==> config.mk <==
export PLATFORM = sky130hd
export DESIGN_NAME = address_header_parser_core
export DESIGN_NICKNAME = d
export VERILOG_FILES = /design/src/hdl/aph_pkg.sv /design/src/hdl/address_header_parser_core.sv /design/src/hdl/aph_in_reg.sv /design/src/hdl/aph_parser.sv /design/src/hdl/aph_out_reg.sv
export SDC_FILE = /design/constraint.sdc
export NUM_CORES = 1
export LEC_CHECK = 0
export BUFFER_PORTS_ARGS = -buffer_cell sky130_fd_sc_hd__buf_2
export CAP_MARGIN = 20
export CORE_MARGIN = 1
export CORE_UTILIZATION = 40
export CTS_CLUSTER_DIAMETER = 80
export DETAILED_ROUTE_END_ITERATION = 16
export GPL_TIMING_DRIVEN = 0
export HOLD_SLACK_MARGIN = 0.02
export PLACE_DENSITY = 0.64
export SLEW_MARGIN = 30
export SYNTH_ARGS = -nofsm -noshare
export SYNTH_HDL_FRONTEND = slang
export SYNTH_SLANG_ARGS = --single-unit
==> constraint.sdc <==
create_clock -name clk -period 3.2 [get_ports clk]
set_input_delay 0.64 -clock clk [delete_from_list [all_inputs] [get_ports clk]]
set_output_delay 0.64 -clock clk [all_outputs]
set_load 0.02 [all_outputs]
==> src/hdl/aph_pkg.sv <==
// Shared types, phase codes, status codes and constants of the address header parser.
package aph_pkg;

    localparam int MAX_ADDR_CHARS_DEF = 15;
    localparam int IN_DATA_W          = 8;
    localparam int OUT_DATA_W         = 16;

    localparam logic [2:0] PREFIX_LEN = 3'd5;
    localparam logic [2:0] TAG_LEN    = 3'd5;

    localparam logic [2:0] PH_PREFIX  = 3'd0;
    localparam logic [2:0] PH_SRC     = 3'd1;
    localparam logic [2:0] PH_TAG     = 3'd2;
    localparam logic [2:0] PH_DST     = 3'd3;
    localparam logic [2:0] PH_SPACE   = 3'd4;
    localparam logic [2:0] PH_PAYLOAD = 3'd5;
    localparam logic [2:0] PH_ERROR   = 3'd6;

    localparam logic [2:0] ST_OK          = 3'd0;
    localparam logic [2:0] ST_NO_SRC_CLOSE = 3'd1;
    localparam logic [2:0] ST_BAD_SRC_LEN = 3'd2;
    localparam logic [2:0] ST_NO_DST_TAG  = 3'd3;
    localparam logic [2:0] ST_NO_DST_CLOSE = 3'd4;
    localparam logic [2:0] ST_BAD_DST_LEN = 3'd5;
    localparam logic [2:0] ST_BAD_SRC_FMT = 3'd6;
    localparam logic [2:0] ST_BAD_DST_FMT = 3'd7;

    localparam logic [7:0] CH_CLOSE = 8'h5D;
    localparam logic [7:0] CH_OPEN  = 8'h5B;
    localparam logic [7:0] CH_DOT   = 8'h2E;
    localparam logic [7:0] CH_SPACE = 8'h20;
    localparam logic [7:0] CH_ZERO  = 8'h30;
    localparam logic [7:0] CH_NINE  = 8'h39;

    localparam logic [11:0] OCTET_MAX = 12'd255;
    localparam logic [2:0]  DOTS_REQ  = 3'd3;

    typedef struct packed {
        logic [7:0] char_byte;
        logic       last_char;
    } aph_item_t;

    typedef struct packed {
        logic [7:0] payload_byte;
        logic       payload_valid;
        logic       frame_done;
        logic [2:0] frame_status;
    } aph_result_t;

    function automatic logic [7:0] tag_char(input logic [2:0] idx);
        logic [7:0] ch;
        unique case (idx)
            3'd0:    ch = 8'h5B;
            3'd1:    ch = 8'h44;
            3'd2:    ch = 8'h53;
            3'd3:    ch = 8'h54;
            3'd4:    ch = 8'h3D;
            default: ch = 8'h00;
        endcase
        return ch;
    endfunction

endpackage

==> src/hdl/address_header_parser_core.sv <==
// Top level of the address header parser: input register, parser, output register.
//
// channel   dir  tdata                          tuser            tlast
// s_        in   [7:0] char_byte                -                last_char
// m_        out  [7:0] payload_byte,            [0] payload_valid frame_done
//                [10:8] frame_status, rest zero
//
// One character is taken per cycle unless m_tready stalls; results pass both register stages.
// The parse state registers in the parser set the one-character-per-cycle loop.
// Characters that produce no result are consumed without an output transaction.
// rst_n clears all valid flags and returns the parser to the prefix phase.
// A stall on m_tready holds the output register and backs up through the input register.
module address_header_parser_core
    import aph_pkg::*;
#(
    parameter int MAX_ADDR_CHARS = MAX_ADDR_CHARS_DEF
)
(
    input  logic                  clk,
    input  logic                  rst_n,
    input  logic                  s_tvalid,
    output logic                  s_tready,
    input  logic [IN_DATA_W-1:0]  s_tdata,   // [7:0] char_byte
    input  logic                  s_tlast,
    output logic                  m_tvalid,
    input  logic                  m_tready,
    output logic [OUT_DATA_W-1:0] m_tdata,   // [7:0] payload_byte, [10:8] frame_status
    output logic                  m_tuser,   // [0] payload_valid
    output logic                  m_tlast
);

    aph_item_t   in_item;
    aph_item_t   item;
    logic        item_valid;
    logic        advance;
    logic        proc;
    logic        has_result;
    aph_result_t result;
    aph_result_t out_result;

    assign in_item.char_byte = s_tdata;
    assign in_item.last_char = s_tlast;

    aph_in_reg u_in_reg (
        .clk        (clk),
        .rst_n      (rst_n),
        .in_valid   (s_tvalid),
        .in_ready   (s_tready),
        .in_item    (in_item),
        .advance    (advance),
        .item_valid (item_valid),
        .item       (item)
    );

    assign proc = item_valid && advance;

    aph_parser #(
        .MAX_ADDR_CHARS (MAX_ADDR_CHARS)
    ) u_parser (
        .clk        (clk),
        .rst_n      (rst_n),
        .proc       (proc),
        .item       (item),
        .has_result (has_result),
        .result     (result)
    );

    aph_out_reg u_out_reg (
        .clk        (clk),
        .rst_n      (rst_n),
        .load       (proc && has_result),
        .result     (result),
        .advance    (advance),
        .out_valid  (m_tvalid),
        .out_ready  (m_tready),
        .out_result (out_result)
    );

    assign m_tdata = {5'b00000, out_result.frame_status, out_result.payload_byte};
    assign m_tuser = out_result.payload_valid;
    assign m_tlast = out_result.frame_done;

endmodule

==> src/hdl/aph_in_reg.sv <==
// Input register stage holding one accepted character transaction.
module aph_in_reg
    import aph_pkg::*;
(
    input  logic      clk,
    input  logic      rst_n,
    input  logic      in_valid,
    output logic      in_ready,
    input  aph_item_t in_item,
    input  logic      advance,
    output logic      item_valid,
    output aph_item_t item
);

    logic      valid_reg;
    logic      valid_next;
    aph_item_t item_reg;

    assign in_ready   = !valid_reg || advance;
    assign valid_next = in_ready ? in_valid : valid_reg;

    always_ff @(posedge clk or negedge rst_n)
    begin
        if (!rst_n)
        begin
            valid_reg <= 1'b0;
        end
        else
        begin
            valid_reg <= valid_next;
        end
    end

    always_ff @(posedge clk)
    begin
        if (in_ready && in_valid)
        begin
            item_reg <= in_item;
        end
    end

    assign item_valid = valid_reg;
    assign item       = item_reg;

endmodule

==> src/hdl/aph_parser.sv <==
// Header parse state and per-character next-state and result logic.
module aph_parser
    import aph_pkg::*;
#(
    parameter int MAX_ADDR_CHARS = MAX_ADDR_CHARS_DEF
)
(
    input  logic        clk,
    input  logic        rst_n,
    input  logic        proc,
    input  aph_item_t   item,
    output logic        has_result,
    output aph_result_t result
);

    localparam int LEN_W = $clog2(MAX_ADDR_CHARS + 2);
    localparam logic [LEN_W-1:0] LEN_MAX = LEN_W'(MAX_ADDR_CHARS);

    logic [2:0]       phase_reg,        phase_next;
    logic [2:0]       prefix_count_reg, prefix_count_next;
    logic [LEN_W-1:0] addr_length_reg,  addr_length_next;
    logic [8:0]       octet_value_reg,  octet_value_next;
    logic [2:0]       dot_count_reg,    dot_count_next;
    logic             format_bad_reg,   format_bad_next;
    logic             src_format_bad_reg, src_format_bad_next;
    logic [2:0]       tag_progress_reg, tag_progress_next;
    logic [2:0]       error_code_reg,   error_code_next;

    logic [7:0]  c;
    logic        is_close;
    logic        is_digit;
    logic        is_dot;
    logic [11:0] octet_sum;
    logic        len_bad;
    logic        fmt_bad;
    logic        emit;
    logic [2:0]  status;

    assign c         = item.char_byte;
    assign is_close  = (c == CH_CLOSE);
    assign is_digit  = (c >= CH_ZERO) && (c <= CH_NINE);
    assign is_dot    = (c == CH_DOT);
    assign octet_sum = {3'b000, octet_value_reg} * 12'd10 + {8'h00, c[3:0]};
    assign len_bad   = (addr_length_reg == '0) || (addr_length_reg > LEN_MAX);
    assign fmt_bad   = format_bad_reg || (dot_count_reg != DOTS_REQ);

    always_comb
    begin
        phase_next          = phase_reg;
        prefix_count_next   = prefix_count_reg;
        addr_length_next    = addr_length_reg;
        octet_value_next    = octet_value_reg;
        dot_count_next      = dot_count_reg;
        format_bad_next     = format_bad_reg;
        src_format_bad_next = src_format_bad_reg;
        tag_progress_next   = tag_progress_reg;
        error_code_next     = error_code_reg;
        emit                = 1'b0;
        status              = ST_OK;

        unique case (phase_reg)
            PH_PREFIX:
            begin
                if (is_close)
                begin
                    error_code_next = ST_BAD_SRC_LEN;
                    phase_next      = PH_ERROR;
                end
                else
                begin
                    prefix_count_next = prefix_count_reg + 3'd1;
                    if (prefix_count_next >= PREFIX_LEN)
                    begin
                        phase_next       = PH_SRC;
                        addr_length_next = '0;
                        octet_value_next = '0;
                        dot_count_next   = '0;
                        format_bad_next  = 1'b0;
                    end
                end
            end
            PH_TAG:
            begin
                if (c == tag_char(tag_progress_reg))
                begin
                    tag_progress_next = tag_progress_reg + 3'd1;
                    if (tag_progress_next >= TAG_LEN)
                    begin
                        phase_next       = PH_DST;
                        addr_length_next = '0;
                        octet_value_next = '0;
                        dot_count_next   = '0;
                        format_bad_next  = 1'b0;
                    end
                end
                else
                begin
                    tag_progress_next = (c == CH_OPEN) ? 3'd1 : 3'd0;
                end
            end
            PH_SRC, PH_DST:
            begin
                if (is_close)
                begin
                    if (phase_reg == PH_SRC)
                    begin
                        if (len_bad)
                        begin
                            error_code_next = ST_BAD_SRC_LEN;
                            phase_next      = PH_ERROR;
                        end
                        else
                        begin
                            src_format_bad_next = fmt_bad;
                            tag_progress_next   = 3'd0;
                            phase_next          = PH_TAG;
                        end
                    end
                    else
                    begin
                        priority if (len_bad)
                        begin
                            error_code_next = ST_BAD_DST_LEN;
                            phase_next      = PH_ERROR;
                        end
                        else if (src_format_bad_reg)
                        begin
                            error_code_next = ST_BAD_SRC_FMT;
                            phase_next      = PH_ERROR;
                        end
                        else if (fmt_bad)
                        begin
                            error_code_next = ST_BAD_DST_FMT;
                            phase_next      = PH_ERROR;
                        end
                        else
                        begin
                            phase_next = PH_SPACE;
                        end
                    end
                end
                else
                begin
                    if (addr_length_reg <= LEN_MAX)
                    begin
                        addr_length_next = addr_length_reg + LEN_W'(1);
                    end
                    if (!format_bad_reg)
                    begin
                        priority if (is_digit)
                        begin
                            octet_value_next = octet_sum[8:0];
                            if (octet_sum > OCTET_MAX)
                            begin
                                format_bad_next = 1'b1;
                            end
                        end
                        else if (is_dot)
                        begin
                            octet_value_next = '0;
                            dot_count_next   = dot_count_reg + 3'd1;
                            if (dot_count_next > DOTS_REQ)
                            begin
                                format_bad_next = 1'b1;
                            end
                        end
                        else
                        begin
                            format_bad_next = 1'b1;
                        end
                    end
                end
            end
            PH_SPACE:
            begin
                phase_next = PH_PAYLOAD;
                emit       = (c != CH_SPACE);
            end
            PH_PAYLOAD:
            begin
                emit = 1'b1;
            end
            default:
            begin
            end
        endcase

        if (item.last_char)
        begin
            unique case (phase_next)
                PH_PREFIX, PH_SRC:   status = ST_NO_SRC_CLOSE;
                PH_TAG:              status = ST_NO_DST_TAG;
                PH_DST:              status = ST_NO_DST_CLOSE;
                PH_SPACE, PH_PAYLOAD: status = ST_OK;
                default:             status = error_code_next;
            endcase
            phase_next          = PH_PREFIX;
            prefix_count_next   = '0;
            addr_length_next    = '0;
            octet_value_next    = '0;
            dot_count_next      = '0;
            format_bad_next     = 1'b0;
            src_format_bad_next = 1'b0;
            tag_progress_next   = '0;
            error_code_next     = '0;
        end
    end

    assign has_result           = emit || item.last_char;
    assign result.payload_byte  = emit ? c : 8'h00;
    assign result.payload_valid = emit;
    assign result.frame_done    = item.last_char;
    assign result.frame_status  = status;

    always_ff @(posedge clk or negedge rst_n)
    begin
        if (!rst_n)
        begin
            phase_reg          <= PH_PREFIX;
            prefix_count_reg   <= '0;
            addr_length_reg    <= '0;
            octet_value_reg    <= '0;
            dot_count_reg      <= '0;
            format_bad_reg     <= 1'b0;
            src_format_bad_reg <= 1'b0;
            tag_progress_reg   <= '0;
            error_code_reg     <= '0;
        end
        else if (proc)
        begin
            phase_reg          <= phase_next;
            prefix_count_reg   <= prefix_count_next;
            addr_length_reg    <= addr_length_next;
            octet_value_reg    <= octet_value_next;
            dot_count_reg      <= dot_count_next;
            format_bad_reg     <= format_bad_next;
            src_format_bad_reg <= src_format_bad_next;
            tag_progress_reg   <= tag_progress_next;
            error_code_reg     <= error_code_next;
        end
    end

    a_frame_end_clears: assert property (@(posedge clk) disable iff (!rst_n)
        proc && item.last_char |=> phase_reg == PH_PREFIX && error_code_reg == '0)
        else $error("parse state not cleared after frame end");

    a_payload_phase: assert property (@(posedge clk) disable iff (!rst_n)
        proc && has_result && result.payload_valid |->
            phase_reg == PH_SPACE || phase_reg == PH_PAYLOAD)
        else $error("payload emitted before header passed");

    a_error_has_code: assert property (@(posedge clk) disable iff (!rst_n)
        phase_reg == PH_ERROR |-> error_code_reg != ST_OK)
        else $error("error phase without error code");

    a_dot_bound: assert property (@(posedge clk) disable iff (!rst_n)
        dot_count_reg <= 3'd4)
        else $error("dot count beyond saturation");

endmodule

==> src/hdl/aph_out_reg.sv <==
// Output register stage holding one result transaction for the downstream side.
module aph_out_reg
    import aph_pkg::*;
(
    input  logic        clk,
    input  logic        rst_n,
    input  logic        load,
    input  aph_result_t result,
    output logic        advance,
    output logic        out_valid,
    input  logic        out_ready,
    output aph_result_t out_result
);

    logic        valid_reg;
    logic        valid_next;
    aph_result_t result_reg;

    assign advance    = !valid_reg || out_ready;
    assign valid_next = load || (valid_reg && !out_ready);

    always_ff @(posedge clk or negedge rst_n)
    begin
        if (!rst_n)
        begin
            valid_reg <= 1'b0;
        end
        else
        begin
            valid_reg <= valid_next;
        end
    end

    always_ff @(posedge clk)
    begin
        if (load)
        begin
            result_reg <= result;
        end
    end

    assign out_valid  = valid_reg;
    assign out_result = result_reg;

endmodule
# Word level (Yosys, flattened, before mapping)
# Index checks and enable logic that the tools add are counted.
# word_totals
reg_bits	55
# classes
add_sub_neg	5
n_mul	1
n_lt_le_gt_ge	8
n_eq_ne	35
n_mux	80
reduce_logical	34
# ops
operator	n
two-way mux 3 bit	35
two-way mux 9 bit	9
two-way mux 5 bit	7
case mux 7 bit (5 select lines)	1
case mux 9 bit (3 select lines)	1
!= test 3 x 2 -> 1 bit, second input constant	8
case mux 3 bit (4 select lines)	2
== test 3 x 2 -> 1 bit, second input constant	6
two-way mux 1 bit	17
== test 8 x 7 -> 1 bit, second input constant	2
== test 3 bit, second input constant	5
!= test 3 bit, second input constant	5
case mux 5 bit (3 select lines)	1
adder 12 x 4 -> 12 bit	1
greater-than comparator 12 x 8 -> 1 bit, second input constant	1
case mux 3 bit (2 select lines)	2
multiplier 9 x 3 -> 11 bit, second input constant	1
AND reduction 10 bit	1
AND reduction 5 bit	2
adder 3 x 1 -> 3 bit, second input constant	3
== test 3 x 1 -> 1 bit, second input constant	3
logical NOT 3 bit	3
case mux 3 bit (3 select lines)	1
AND reduction 9 bit	1
other kinds (27)	45

# Depth between registers and ports, before layout
# logic_depth
depth_word	11
depth_mapped	11
ltp_nobuf	11

# By module
# Synthesis repeated with hierarchy kept, for this count alone.
# unflattened
hier_cells	366
area_unflattened_um2	3684.8
# modules_own_cells
mod	instances	cells_per_inst	area_each_um2	seq_area_each_um2
aph_parser	1	329	2869.0	775.7
aph_out_reg	1	16	437.9	415.4
aph_in_reg	1	13	324.1	295.3
address_header_parser_core	1	8	53.8	0.0

# Least setup slack after synthesis
# Ideal clock, no wire load.
# synth_path
path_type	register to register
start	register u_parser.octet_value_reg[1]
end	register u_parser.format_bad_reg
setup_time_ps	139
arrival_time_ps	2580
required_time_ps	3061
path_slack_ps	481
stages_incl_launch_ff	12
n_path_buf	0
period_less_slack_ps	2719
cell_sequence	dfrtp_1 ha_1 ha_1 inv_1 fa_1 and2b_1 o221ai_1 mux2_2 a2111oi_1 nand4_1 o41ai_1 a211oi_1
# synth_via
elab_chain_len	9
# synth_lines
element	line	rtl
from (decl)	aph_parser.sv:22	logic [8:0] octet_value_reg, octet_value_next;
from (signal assigned)	aph_parser.sv:234	octet_value_reg <= octet_value_next;
multiplier 9 x 3 -> 11 bit	aph_parser.sv:43	assign octet_sum = {3'b000, octet_value_reg} * 12'd10 + {8'h00, c[3:0]};
adder 12 x 4 -> 12 bit	aph_parser.sv:43	
greater-than comparator 12 x 8 -> 1 bit	aph_parser.sv:153	if (octet_sum > OCTET_MAX)
two-way mux 1 bit	aph_parser.sv:153	
two-way mux 1 bit	aph_parser.sv:150	priority if (is_digit)
two-way mux 1 bit	aph_parser.sv:148	if (!format_bad_reg)
two-way mux 1 bit	aph_parser.sv:103	if (is_close)
case mux 1 bit (3 select lines)	aph_parser.sv:61	unique case (phase_reg)
two-way mux 1 bit	aph_parser.sv:188	if (item.last_char)
to (signal assigned)	aph_parser.sv:236	format_bad_reg <= format_bad_next;
to (decl)	aph_parser.sv:24	logic format_bad_reg, format_bad_next;
# No other way between the ends. The select of a mux whose other input is x is not followed.
# A chain may end at the register's enable or synchronous reset.

# Worst setup path in the final report
# Ends and elaborated chain as after synthesis.

==> results.sh <==
export IMPL_final_core_util_pct=46.0
export IMPL_synth_cells=400
export IMPL_cts_hold_buf=0
export IMPL_antenna_found_initial=0
export IMPL_max_clock_freq_mhz=335
export IMPL_peakVddDrop_mv=0.258
export IMPL_place_ws_ns=0.115
export IMPL_die_h_um=100
export IMPL_design_power_total_mw=1.69
export IMPL_fin_hold_ws_ns=0.380
export IMPL_cap_violations=0
export IMPL_start_kind="flip-flop"
export IMPL_required_ns=3.39
export IMPL_grt_pass1_wl_um=14500
export IMPL_relSlewSlack_pct=43.0
export IMPL_min_period_ns=2.99
export IMPL_drt_iter0_drc=147
export IMPL_drtAntennaViolNets=0
export IMPL_synth_area_um2=3870
export IMPL_tritoncts="yes"
export IMPL_drt_total_wl_um=8560
export IMPL_globalplace_congestion=0.895
export IMPL_worstSetupPathType="flip-flop to flip-flop"
export IMPL_n_antenna_cell=0
export IMPL_design_area_um2=4290
export IMPL_cts_root_buffer="clkbuf_8"
export IMPL_p_per_area_nw_per_um2=394
export IMPL_arrival_ns=3.17
export IMPL_avgSynthCellArea_um2=9.69
export IMPL_setup_ws_ns=0.215
export IMPL_hold_viol_final=0
export IMPL_postCtsSetupRepairBufs=0
export IMPL_via_count=3122
export IMPL_synth_warnings=0
export IMPL_first_pass_iters=4
export IMPL_synth_edff_count=22
export IMPL_grt_max_degree=34
export IMPL_cp_slowest_stage_delay_ns=0.44
export IMPL_port_buffer_count=27
export IMPL_path_delay_family="adder cells"
export IMPL_layout_drive_gt1_share_pct=16.4
export IMPL_synth_commonest_cells="nand2_1, dfrtp_1, ha_1, nor2_1, o21ai_0"
export IMPL_hp_class="input port to async pin"
export IMPL_ys_flop_type="dfrtp_1"
export IMPL_syn_to_final_growth_pct=10.6
export IMPL_crit_fanout=4
export IMPL_largest_reg_flops=13
export IMPL_end_kind="flip-flop"
export IMPL_fill_cells=916
export IMPL_skew_ns=0.00790
export IMPL_clock_path_buffers=2
export IMPL_clk_latency_ns=0.32
export IMPL_grt_setup_unrepaired="no"
export IMPL_drv_slew=0
export IMPL_synth_top_area_share_pct=21.3
export IMPL_synth_cell_types=73
export IMPL_initial_utilization_pct=41.5
export IMPL_synthArstFlopShare_pct=60.0
export IMPL_placed_area_um2=4190
export IMPL_synth_top_area_cell="dfrtp_1"
export IMPL_die_area_um2=10100
export IMPL_die_w_um=100
export IMPL_dp_hpwl_um=6430
export IMPL_worstPathCellList="ha_1 -> ha_1 -> inv_1 -> fa_1 -> and2b_1 -> o221ai_1 -> mux2_2 -> a2111oi_2 -> nand4_1 -> o41ai_1 -> a211oi_1"
export IMPL_status="finished clean"
export IMPL_critPathBufInv=1
export IMPL_ys_seq_area_share_pct=38.4
export IMPL_post_place_cells=560
export IMPL_synth_area_leaders="dfrtp_1, edfxtp_1, ha_1"
export IMPL_cp_slowest_cell="dfrtp_1"
export IMPL_clk_pin_slew_ns=0.11
export IMPL_routed_via_density=5.50
export IMPL_synth_most_common_cell="nand2_1"
export IMPL_ctsHtreeMaxLevel=2
export IMPL_ys_ff_latch=55
export IMPL_drc_errors=0
export IMPL_grt_usage_pct=18.0
export IMPL_numClockSinks=55
export IMPL_rows=35
export IMPL_tns_ns=0
export IMPL_p_leak_nw=1.81
export IMPL_io_pins=33
export IMPL_setup_viol=0
export IMPL_grt_overflow=0
export IMPL_wl_per_cell_um=15.1
export IMPL_core_um2=9330
export IMPL_critPathMostFrequentCell="ha_1"
export IMPL_final_cells=568
export IMPL_fin_nets=485
export IMPL_fin_crit_sh_pct=93.3
export IMPL_numCtsBuffers=5
export IMPL_worst_pin_slew_ns=0.848
export IMPL_grt_pass1_vias=2967
-- timing repair --
item / 4_1_cts / 5_1_grt
endpoints found under the hold margin: 0 / 0
endpoints found under the setup margin: 0 / 1
gates resized for setup: 0 / 1
-- power breakdown --
group / internal, mW / switching (mW)
Sequential: 0.782 / 0.0530
Clock: 0.158 / 0.259
Combinational: 0.157 / 0.280
Total: 1.10 / 0.592
-- layout by cell type (no fill, tap or decap), types with 7 or more instances in the layout --
cell / Yosys / final
a21oi_1: 18 / 18
and2_1: 10 / 10
buf_2: 2 / 29
clkbuf_1: 7 / 7
dfrtp_1: 33 / 33
edfxtp_1: 22 / 22
ha_1: 32 / 32
inv_1: 17 / 17
nand2_1: 38 / 38
nand2b_1: 8 / 8
nand3_1: 11 / 11
nor2_1: 29 / 28
nor2b_1: 7 / 7
o21ai_0: 24 / 24
o21ai_1: 11 / 11
o41ai_1: 7 / 7
xnor2_1: 9 / 9
-- worst reg2reg max path, cell delays in order (launching register included) --
cell	delay (ns)
dfrtp_1	0.44
ha_1	0.30
ha_1	0.18
inv_1	0.06
fa_1	0.40
and2b_1	0.24
o221ai_1	0.15
mux2_2	0.31
a2111oi_2	0.42
nand4_1	0.14
o41ai_1	0.10
a211oi_1	0.12
-- kinds of logic (layout without fill, tap and decap cells) --
family | Yosys count | after routing | synth area share, %
AOI/OAI and AO/OA | 114 | 114 | 20.7
xor gates and xnor gates | 15 | 15 | 3.39
adders and majority gates | 34 | 34 | 11.4
buffers and inverters | 36 | 71 | 4.75
DFF | 55 | 55 | 38.4
muxes | 3 | 3 | 0.807
other | 1 | 5 | 0.0968
and+or+nand+nor | 142 | 142 | 20.5
-- worst paths after layout --
path / start / to / slack, ns / depth (start not counted)
worst max-delay path: u_parser.octet_value_reg[1] / u_parser.format_bad_reg / 0.21 / 11
worst min-delay path: rst_n / u_parser.error_code_reg[2] / 0.38 / 1
worst max register to register: u_parser.octet_value_reg[1] / u_parser.format_bad_reg / 0.21 / 11
worst min register to register: u_parser.error_code_reg[1] / u_parser.error_code_reg[1] / 0.50 / 2
max in group asynchronous: rst_n / u_parser.tag_progress_reg[0] / 2.31 / 1
min in group clk: s_tlast / u_in_reg.item[0] / 0.49 / 1
-- routing by layer --
metal	GRT usage (%)	vias up	share of wire [%]
met5	0	-	0
met4	3.46	0	0.96
met3	2.58	8	3.5
met2	29.6	66	47
met1	25.5	1502	49
li1	-	1546	-
-- layout make-up --
| type | instances | area [um2] | share of cell area (%) |
|---|---|---|---|
| multi-input cells | 313 | 2230 | 52.0 |
| flip-flops and latches | 55 | 1490 | 34.7 |
| well taps | 129 | 161 | 3.77 |
| repair buffers | 27 | 135 | 3.15 |
| plain buffers | 19 | 120 | 2.80 |
| clock buffers | 5 | 68.8 | 1.61 |
| inverters | 17 | 63.8 | 1.49 |
| clock inverters | 3 | 23.8 | 0.555 |
No activity file was read; power rests on OpenSTA's default activity.
